[src/hw/rtl/eirc_pkg.sv]
// Shared types and constants for the Ethernet/IPv4 receive classifier.
`timescale 1ns / 1ps

package eirc_pkg;

    // Frame length limit and the widths that follow from it.
    localparam int MAX_FRAME_BYTES = 2048;
    localparam int CNT_W           = $clog2(MAX_FRAME_BYTES + 1);

    localparam int ETH_HDR_BYTES = 14;
    localparam int IP_HDR_BYTES  = 20;
    localparam int IP_HDR_END    = ETH_HDR_BYTES + IP_HDR_BYTES;
    localparam int ETYPE_POS_HI  = 12;
    localparam int ETYPE_POS_LO  = 13;

    localparam int OFF_W       = $clog2(IP_HDR_BYTES);
    localparam int OFF_TLEN_HI = 2;
    localparam int OFF_TLEN_LO = 3;
    localparam int OFF_PROTO   = 9;
    localparam int OFF_SRC     = 12;
    localparam int OFF_DST     = 16;

    localparam int SEG_W = 11;
    localparam logic [SEG_W-1:0] SEG_MAX = '1;

    localparam logic [15:0] ETYPE_IPV4 = 16'h0800;
    localparam logic [15:0] ETYPE_ARP  = 16'h0806;
    localparam logic [15:0] CSUM_GOOD  = 16'hFFFF;
    localparam logic [31:0] IP_BCAST   = 32'hFFFF_FFFF;

    localparam logic [7:0] PROTO_ICMP = 8'd1;
    localparam logic [7:0] PROTO_TCP  = 8'd6;
    localparam logic [7:0] PROTO_UDP  = 8'd17;

    // Configuration register index (paddr bit 2).
    localparam logic REG_MY_IP = 1'b0;

    typedef enum logic [3:0] {
        VERDICT_RUNT      = 4'd0,
        VERDICT_ARP       = 4'd1,
        VERDICT_UNK_TYPE  = 4'd2,
        VERDICT_SHORT_IP  = 4'd3,
        VERDICT_CSUM_ERR  = 4'd4,
        VERDICT_NOT_OURS  = 4'd5,
        VERDICT_ICMP      = 4'd6,
        VERDICT_UDP       = 4'd7,
        VERDICT_TCP       = 4'd8,
        VERDICT_OTHER     = 4'd9
    } t_verdict;

    typedef struct packed {
        logic [7:0] frame_byte;
        logic       last_byte;
    } t_rx_in;

    typedef struct packed {
        t_verdict         verdict;
        logic [31:0]      source_ip;
        logic [SEG_W-1:0] segment_length;
        logic [31:0]      checksum_errors;
    } t_rx_out;

endpackage

[src/hw/rtl/ethernet_ipv4_rx_classifier.sv]
// Top level of the Ethernet/IPv4 receive header classifier.
`timescale 1ns / 1ps

// Channel   Direction  Handshake                 Beat contents
// in        input      i_in_valid / o_in_stall   one frame byte plus last-byte mark
// out       output     o_out_valid / i_out_stall one verdict per frame
// config    input      APB (psel, penable, ...)  my_ip at byte address 0
//
// Each byte is held in the input register and folded into the frame state
// as it leaves, so the block takes one byte per cycle while the input is
// not stalled. The final byte of a frame writes the verdict into the
// output register as it leaves the input register. The input stalls only
// when a final byte sits there and the output register is full and stalled.
// Reset is synchronous and active low; it clears all frame state, the
// checksum error count and my_ip.

module ethernet_ipv4_rx_classifier (
    input  logic             i_clk,
    input  logic             i_rst_n,
    input  logic             i_in_valid,
    output logic             o_in_stall,
    input  eirc_pkg::t_rx_in i_in_data,
    output logic             o_out_valid,
    input  logic             i_out_stall,
    output eirc_pkg::t_rx_out o_out_data,
    input  logic             psel,
    input  logic             penable,
    input  logic             pwrite,
    input  logic [2:0]       paddr,
    input  logic [31:0]      pwdata,
    output logic [31:0]      prdata,
    output logic             pready
);
    import eirc_pkg::*;

    // Input register.
    logic       r_in_valid;
    t_rx_in     r_in;

    // Frame state, updated as each byte leaves the input register.
    logic [CNT_W-1:0] r_count,  n_count;
    logic [15:0]      r_sum,    n_sum;
    logic [7:0]       r_hold,   n_hold;
    logic [15:0]      r_etype,  n_etype;
    logic [31:0]      r_src,    n_src;
    logic [31:0]      r_dst,    n_dst;
    logic [7:0]       r_proto,  n_proto;
    logic [15:0]      r_tlen,   n_tlen;
    logic [31:0]      r_errs,   n_errs;
    logic [31:0]      r_my_ip;

    // Output register.
    logic    r_out_valid;
    t_rx_out r_out;

    logic             out_free;
    logic             consume;
    logic             accept;
    logic             take;
    logic             in_ip_hdr;
    logic [OFF_W-1:0] off;
    logic [16:0]      sum_wide;
    logic [15:0]      iplen;
    logic [15:0]      plen;
    logic [15:0]      seg_full;
    logic [SEG_W-1:0] seg;
    t_verdict         verdict;
    logic             dst_ok;

    // The byte in the input register moves on unless it closes a frame and
    // the output register cannot take the verdict.
    assign out_free   = !r_out_valid || !i_out_stall;
    assign consume    = r_in_valid && (!r_in.last_byte || out_free);
    assign o_in_stall = r_in_valid && !consume;
    assign accept     = i_in_valid && !o_in_stall;

    // Configuration port: zero wait states, one register.
    assign pready = 1'b1;
    assign prdata = (paddr[2] == REG_MY_IP) ? r_my_ip : 32'd0;

    // Byte position decode. Bytes past the length limit are dropped.
    assign take      = r_count < CNT_W'(MAX_FRAME_BYTES);
    assign in_ip_hdr = take && (r_count >= CNT_W'(ETH_HDR_BYTES))
                            && (r_count <  CNT_W'(IP_HDR_END));
    assign off       = OFF_W'(r_count - CNT_W'(ETH_HDR_BYTES));
    assign sum_wide  = {1'b0, r_sum} + {1'b0, r_hold, r_in.frame_byte};

    always_comb begin
        n_count = take ? r_count + CNT_W'(1) : r_count;
        n_sum   = r_sum;
        n_hold  = r_hold;
        n_etype = r_etype;
        n_src   = r_src;
        n_dst   = r_dst;
        n_proto = r_proto;
        n_tlen  = r_tlen;
        if (take && (r_count == CNT_W'(ETYPE_POS_HI) || r_count == CNT_W'(ETYPE_POS_LO))) begin
            n_etype = {r_etype[7:0], r_in.frame_byte};
        end
        if (in_ip_hdr) begin
            // Ones-complement sum over 16-bit words with end-around carry.
            if (!off[0]) begin
                n_hold = r_in.frame_byte;
            end else begin
                n_sum = sum_wide[15:0] + 16'(sum_wide[16]);
            end
            if (off == OFF_W'(OFF_TLEN_HI) || off == OFF_W'(OFF_TLEN_LO)) begin
                n_tlen = {r_tlen[7:0], r_in.frame_byte};
            end
            if (off == OFF_W'(OFF_PROTO)) begin
                n_proto = r_in.frame_byte;
            end
            if (off >= OFF_W'(OFF_SRC) && off < OFF_W'(OFF_DST)) begin
                n_src = {r_src[23:0], r_in.frame_byte};
            end
            if (off >= OFF_W'(OFF_DST)) begin
                n_dst = {r_dst[23:0], r_in.frame_byte};
            end
        end
    end

    // Classification works on the state that includes the current byte.
    assign dst_ok   = (n_dst == r_my_ip) || (n_dst == IP_BCAST);
    assign iplen    = 16'(n_count) - 16'(ETH_HDR_BYTES);
    assign plen     = (n_tlen > iplen) ? iplen : n_tlen;
    assign seg_full = plen - 16'(IP_HDR_BYTES);
    assign seg      = (plen < 16'(IP_HDR_BYTES)) ? '0 :
                      (seg_full > 16'(SEG_MAX)) ? SEG_MAX : seg_full[SEG_W-1:0];

    always_comb begin
        n_errs = r_errs;
        if (n_count < CNT_W'(ETH_HDR_BYTES)) begin
            verdict = VERDICT_RUNT;
        end else if (n_etype == ETYPE_ARP) begin
            verdict = VERDICT_ARP;
        end else if (n_etype != ETYPE_IPV4) begin
            verdict = VERDICT_UNK_TYPE;
        end else if (n_count < CNT_W'(IP_HDR_END)) begin
            verdict = VERDICT_SHORT_IP;
        end else if (n_sum != CSUM_GOOD) begin
            verdict = VERDICT_CSUM_ERR;
            n_errs  = r_errs + 32'd1;
        end else if (!dst_ok) begin
            verdict = VERDICT_NOT_OURS;
        end else begin
            case (n_proto)
                PROTO_ICMP: verdict = VERDICT_ICMP;
                PROTO_UDP:  verdict = VERDICT_UDP;
                PROTO_TCP:  verdict = VERDICT_TCP;
                default:    verdict = VERDICT_OTHER;
            endcase
        end
    end

    always_ff @(posedge i_clk) begin
        if (!i_rst_n) begin
            r_in_valid  <= 1'b0;
            r_out_valid <= 1'b0;
            r_count     <= '0;
            r_sum       <= '0;
            r_hold      <= '0;
            r_etype     <= '0;
            r_src       <= '0;
            r_dst       <= '0;
            r_proto     <= '0;
            r_tlen      <= '0;
            r_errs      <= '0;
            r_my_ip     <= '0;
        end else begin
            if (psel && penable && pwrite && pready && paddr[2] == REG_MY_IP) begin
                r_my_ip <= pwdata;
            end

            if (accept) begin
                r_in_valid <= 1'b1;
                r_in       <= i_in_data;
            end else if (consume) begin
                r_in_valid <= 1'b0;
            end

            if (consume && r_in.last_byte) begin
                // Frame closes: publish the verdict and restart frame state.
                r_out_valid <= 1'b1;
                r_out.verdict         <= verdict;
                r_out.source_ip       <= (verdict >= VERDICT_ICMP) ? n_src : 32'd0;
                r_out.segment_length  <= (verdict >= VERDICT_ICMP) ? seg : '0;
                r_out.checksum_errors <= n_errs;
                r_errs  <= n_errs;
                r_count <= '0;
                r_sum   <= '0;
                r_hold  <= '0;
                r_etype <= '0;
                r_src   <= '0;
                r_dst   <= '0;
                r_proto <= '0;
                r_tlen  <= '0;
            end else begin
                if (!i_out_stall) begin
                    r_out_valid <= 1'b0;
                end
                if (consume) begin
                    r_count <= n_count;
                    r_sum   <= n_sum;
                    r_hold  <= n_hold;
                    r_etype <= n_etype;
                    r_src   <= n_src;
                    r_dst   <= n_dst;
                    r_proto <= n_proto;
                    r_tlen  <= n_tlen;
                end
            end
        end
    end

    assign o_out_valid = r_out_valid;
    assign o_out_data  = r_out;

endmodule

[config.mk]
export PLATFORM = sky130hd
export DESIGN_NAME = ethernet_ipv4_rx_classifier
export DESIGN_NICKNAME = d
export VERILOG_FILES = /design/src/hw/rtl/eirc_pkg.sv /design/src/hw/rtl/ethernet_ipv4_rx_classifier.sv
export SDC_FILE = /design/constraint.sdc
export NUM_CORES = 1
export LEC_CHECK = 0
export ABC_AREA = 1
export BUFFER_PORTS_ARGS = -buffer_cell sky130_fd_sc_hd__clkbuf_2
export CELL_PAD_IN_SITES_DETAIL_PLACEMENT = 1
export CELL_PAD_IN_SITES_GLOBAL_PLACEMENT = 2
export CORE_UTILIZATION = 36
export DETAILED_ROUTE_END_ITERATION = 8
export PLACE_DENSITY_LB_ADDON = 0.1
export SLEW_MARGIN = 20
export SYNTH_ARGS = -nofsm -noshare
export SYNTH_HDL_FRONTEND = slang
export SYNTH_SLANG_ARGS = --single-unit
[constraint.sdc]
create_clock -name i_clk -period 7.1 [get_ports i_clk]
set_input_delay 1.42 -clock i_clk [delete_from_list [all_inputs] [get_ports i_clk]]
set_output_delay 1.42 -clock i_clk [all_outputs]
set_load 0.005 [all_outputs]
# Word-level counts from Yosys, hierarchy flattened
# Index checks and enable logic that the tools add are counted.
# classes
n_lt_le_gt_ge	12
div_mod_pow	0
n_eq_ne	14
bitwise_logic	4
shifts	0
muxes	31
add_sub_neg	7
reduce_logical	27
n_mul	0
# ops
op	n
$mux 32	10
$mux 16	6
$add 32x1->32 const B	1
$eq 32x32->1	1
$eq 32x32->1 const B	1
$eq 12x4->1 const B	2
$lt 12x6->1 const B	2
$mux 4	6
$add 16x16->17	1
$add 16x1->16	1
$eq 16x12->1 const B	1
$gt 16x11->1 const B	1
$gt 16x16->1	1
$lt 16x5->1 const B	1
$mux 8	2
$ne 16x12->1 const B	1
$ne 16x16->1 const B	1
$sub 16x5->16 const B	1
$sub 12x4->13 const B	1
$add 12x1->12 const B	1
$ge 12x4->1 const B	1
$lt 12x12->1 const B	1
$lt 12x4->1 const B	1
$mux 12	1
other kinds (22)	49
# totals
output_inout_bits	114
rom_bits	0
regBits	294
ramBits	0
latch_bits	0
memories	0

# Depth between registers and ports, before layout
# depth
depth_word	15
mapped_depth	40
ltp_nobuf	36

# Least setup slack after synthesis
# Ideal clock, no wire load.
# synth_path
kind	reg2reg
startpoint	register r_count[0]
endpoint	register r_out (netlist bit o_out_data[35]), data pin
t_arrival_ns	4.489
path_stages_with_launch	35
path_slack_ns	2.349
synth_period_minus_slack_ns	4.751
cell_sequence	dfxtp_1 > buf_2 > inv_1 > ha_1 > nand2_1 > o21ai_2 > ha_1 > inv_1 > o21ai_1 > nor3_1 > nand3_1 > nand2_1 > nand2_1 > ha_1 > nand2_1 > inv_1 > o21ai_0 > a21oi_1 > nor2_1 > nand2_1 > nand2_1 > inv_1 > buf_1 > nand2_1 > o21ai_1 > ha_1 > nand3b_1 > nand3_1 > nor2_2 > nand3_1 > a21oi_1 > nand3_2 > buf_6 > nor2_1 > nor3_2
# synth_between
word_cells_on_any_way	54
# synth_rtl
element	line_no	rtl
from (decl)	ethernet_ipv4_rx_classifier.sv:41	logic [CNT_W-1:0] r_count, n_count;
from (signal assigned)	ethernet_ipv4_rx_classifier.sv:202	r_count <= n_count;
$add 12x1->12 / $lt 12x12->1 (equally long branches)	ethernet_ipv4_rx_classifier.sv:89, ethernet_ipv4_rx_classifier.sv:82	
$mux 12 *	ethernet_ipv4_rx_classifier.sv:89	n_count = take ? r_count + CNT_W'(1) : r_count;
named net n_count[1]	ethernet_ipv4_rx_classifier.sv:41	
branches (longest 8 deep; another with $gt 16x16->1)	n/a	
to (decl)	ethernet_ipv4_rx_classifier.sv:54	t_rx_out r_out;
# Mark *: on every way through the listed nets, which the timed path passes.
# A chain may end at the register's enable or synchronous reset.

# Worst setup path in the final report
# layout_path
startpoint	register r_count[0]
endpoint	register r_out (netlist bit o_out_data[40]), data pin
# layout_between
word_cells_on_any_way	54
# layout_rtl
element	line_no	rtl
$sub 5x4->5	ethernet_ipv4_rx_classifier.sv:85	assign off = OFF_W'(r_count - CNT_W'(ETH_HDR_BYTES));
$eq 5x2->1	ethernet_ipv4_rx_classifier.sv:107	if (off == OFF_W'(OFF_TLEN_HI) || off == OFF_W'(OFF_TLEN_LO)) begin
$logic_or 1x1->1	ethernet_ipv4_rx_classifier.sv:107	
$mux 16	ethernet_ipv4_rx_classifier.sv:107	
$mux 16 *	ethernet_ipv4_rx_classifier.sv:100	if (in_ip_hdr) begin
named net n_tlen[11]	ethernet_ipv4_rx_classifier.sv:48	logic [15:0] r_tlen, n_tlen;
$gt 16x16->1	ethernet_ipv4_rx_classifier.sv:125	assign plen = (n_tlen > iplen) ? iplen : n_tlen;
$mux 16 *	ethernet_ipv4_rx_classifier.sv:125	
$sub 16x5->16	ethernet_ipv4_rx_classifier.sv:126	assign seg_full = plen - 16'(IP_HDR_BYTES);
$gt 16x11->1	ethernet_ipv4_rx_classifier.sv:128	(seg_full > 16'(SEG_MAX)) ? SEG_MAX : seg_full[SEG_W-1:0];
$mux 11	ethernet_ipv4_rx_classifier.sv:128	
# Mark *: on every way through the listed nets, which the timed path passes. The rest lies on a longest branch.

==> run metrics <==
outcome finished, violations left; failing checks DRC; Critical R2R Launch r_count[0]; I/O Pins 165; Tmin final 6282 ps; Startpoint Class register; Iteration-0 DRC Markers 764; RSZ-0062 raised after global routing false; Num CTS Buffers 37; clock transition at the registers of the reported paths 60 ps; Post-CTS Setup Repair Bufs 0; clock network fraction of total power 43.6%; Setup TNS 0 ps; final setup fails 0; adder-cell share of the synthesized area 3.277%; Final nets 2730; Final GP Congestion 0.8480; area grow syn2layout 14.55%; initial antenna violation count 1; Inst Count DP 3203; Psw 0.001300 W; Clk Latency, worst-skew pair 560 ps; CTS root buffer clkbuf_16; Peak Freq 0.1592 GHz; Post-Synth XOR/XNOR Area 0.8228%; Synth Area in Simple Gates 30.74%; clock sink total 294; die height 219.5 um; DP Worst Slack 847.9 ps; drt pass-1 iters 7; endpoint required time on the critical path 7390 ps; post-cts sizing count 0; vias in the first global route 16.91k; GRT overflow 0; largest net degree at the start of global routing 125; hold-fix buffers at CTS 0; HP Class register to register; top post-synthesis cells by area dfxtp_1, nand2_1, edfxtp_1, inv_1, o21ai_0; synthesized instance count 2520; total of max-cap violations 0; reg-to-reg setup timing slack 820 ps; Synth Area in Compound Gates 14.19%; area leader, netlist dfxtp_1; Setup WS post-layout 817.5 ps; combinational share of power 15.8%; period utilization 88.49%; DIE WIDTH 219.5 um; DRC Markers 44; CTS tree yes; DR WL/cell 16.35 um; largest family of logic cells by synthesized area simple AND/OR/NAND/NOR gates; CP Buf/Inv Count 4; relative slew slack 31.78%; share of cells above drive strength 1 11.00%; antenna viol nets, final 0; CP top delay family simple AND/OR/NAND/NOR gates; hold depth 2; switching share of total power 29.00%; critical path class register to register; Worst path most repeated cell nand2_1; GRT Total Usage 22.63%; first-pass GRT wire length 86770 um; crit path max fanout 16; Initial Util 36.51%; R2R Path End o_out_data[40]; Arr. time, crit path 6570 ps; HPWL after detailed placement 39500 um; die area 48180 um^2; post-synthesis mux area share 0.05877%; Vias/cell 5.011; Synth Area per Inst 6.758 um^2; CP endpoint kind register; port bufs 161; maximum VDD drop 0.1314 mV; cell-internal power 0.003183 W; Clock Skew 19.67 ps; Worst path max stage delay 510 ps; hold path endpoint r_errs[6]; CP max-delay cell o21ai_0; synth warn 0; Final Instance Count excl. Fillers 3272; vias 16.40k; synthesized net count 2615; static leakage 9.525 nW; Final Slew Violations 0; Synth top area share 24.21%; Syn Std Cell Area 17030 um^2; HP Start r_errs[6]; sequential share of power 40.7%; r2r worst-path depth 31; CORE AREA 46650 um^2; H-tree depth 2; slew at the pin closest to its max-slew limit 1018 ps; pwr dens 229.8 nW/um^2; Seq/Total Area, Yosys 39.73%; #FFs+latches synth 294; Yosys cell types 52; clk buf depth 3; WL final 53510 um; Final Hold Fails 0; num rows 79
registers in the layout, summed over array words and instances, names as in the netlist:
name and flops:
o_out_data 79, o_out_valid 1, r_count 12, r_dst 32, r_errs 32, r_etype 16, r_hold 8, r_in 9
r_in_valid 1, r_my_ip 32, r_proto 8, r_src 32, r_sum 16, r_tlen 16
power by group through the flow:
stage / clock network [W] / registers, W / logic [W]
detailed placement: 0 / 0.00186 / 0.000714
global route: 0.00207 / 0.00183 / 0.000815
finish: 0.00195 / 0.00182 / 0.000707
global placement: 0 / 0.00186 / 0.000694
CTS: 0.00201 / 0.00182 / 0.000718
floorplan: 0 / 0.00184 / 0.000528
layout make-up:
type / instances / area [um^2]
fill: 6020 / 27140
clock inverter: 14 / 191.4
antenna: 1 / 2.502
tap: 607 / 759.5
multi-input combinational: 1749 / 8383
sequential: 294 / 6766
inverter: 376 / 1420
clock buffer: 54 / 1061
timing repair buffer: 177 / 925.9
stage by stage:
| step | area (um^2) | hold slack (ps) | utilization (%) | total power, W |
|---|---|---|---|---|
| after global placement | 18260 | 455.6 | 39.13 | 0.002550 |
| after detailed placement | 18260 | 462.3 | 39.13 | 0.002573 |
| final | 19510 | 467.6 | 41.82 | 0.004483 |
| after CTS | 19510 | 471.5 | 41.81 | 0.004550 |
| after global routing | 19510 | 509.6 | 41.81 | 0.004718 |
| after floorplan | 17030 | 441.0 | - | 0.002369 |
worst register-to-register path, delay by kind of cell, from the launching register on:
family / cells / cell delay (ps)
DFF: 1 / 450
adders and majority gates: 3 / 770
and+or+nand+nor: 19 / 2790
AOI/OAI and AO/OA: 5 / 1160
buffers and inverters: 4 / 870
layout by cell type, fill, tap and decap left out, types with 3 or more instances in the layout:
cell,synthesis,layout
a21oi_1,158,158
and2_1,9,9
buf_4,5,16
bufinv_16,0,4
clkbuf_1,58,11
clkbuf_16,0,38
clkbuf_2,0,161
clkbuf_8,0,5
clkinv_1,3,6
clkinv_2,1,5
dfxtp_1,206,206
edfxtp_1,88,88
ha_1,43,43
inv_1,366,365
inv_2,6,6
nand2_1,730,730
nand2_2,11,11
nand3_1,155,154
nand3_2,2,3
nand4_1,30,30
nor2_1,243,242
nor2_2,8,8
nor2_4,2,3
nor3_1,23,22
nor3_2,12,13
nor4_1,8,8
o211ai_1,52,52
o21ai_0,198,198
o21ai_1,8,8
o21ai_2,6,6
o21bai_1,4,4
o22ai_1,4,4
or2_2,6,6
xnor2_1,4,4
xor2_1,12,12
worst max path at each step:
| stage | startpoint | end | slack (ps) | cells after the start |
|---|---|---|---|---|
| 5_1_grt | r_count[0] | o_out_data[40] | 230 | 31 |
| 2_1_floorplan | r_count[0] | o_out_data[35] | 2350 | 34 |
| 3_5_place_dp | r_count[0] | o_out_data[40] | 850 | 31 |
| 3_3_place_gp | r_count[0] | o_out_data[40] | 960 | 31 |
| 4_1_cts | r_count[0] | o_out_data[40] | 830 | 31 |
| 6_report | r_count[0] | o_out_data[40] | 820 | 31 |
routing by layer:
metal / share of wire (%) / track usage, %
met1: 45 / 27.67
met3: 3.2 / 2.995
met4: 3.0 / 7.963
met5: 0.024 / 0
met2: 49 / 40.38
Yosys cell counts (all sizes together):
cell type / instances
nand3: 157
a211oi: 1
mux2i: 1
conb: 1
o21ai: 212
fa: 1
nor3: 36
a31oi: 2
or2: 6
xnor2: 4
nand3b: 2
edfxtp: 88
and3: 1
buf: 43
o2111ai: 1
clkbuf: 58
clkinv: 4
and2: 9
nand2: 741
inv: 372
o211a: 1
a21oi: 158
o21a: 2
or3: 1
o22ai: 4
o21bai: 4
ha: 43
nor2: 254
dfxtp: 206
nor3b: 1
xor2: 12
a21boi: 3
nor4: 8
nand4: 30
and3b: 1
o211ai: 52
logic make-up after synthesis:
kind of cell / after synthesis
DFF: 294
adders and majority gates: 44
muxes: 1
and+or+nand+nor: 1247
xor gates and xnor gates: 16
buffers and inverters: 477
other: 1
AOI/OAI and AO/OA: 440
Note: power is estimated with default switching activity, not from simulation.
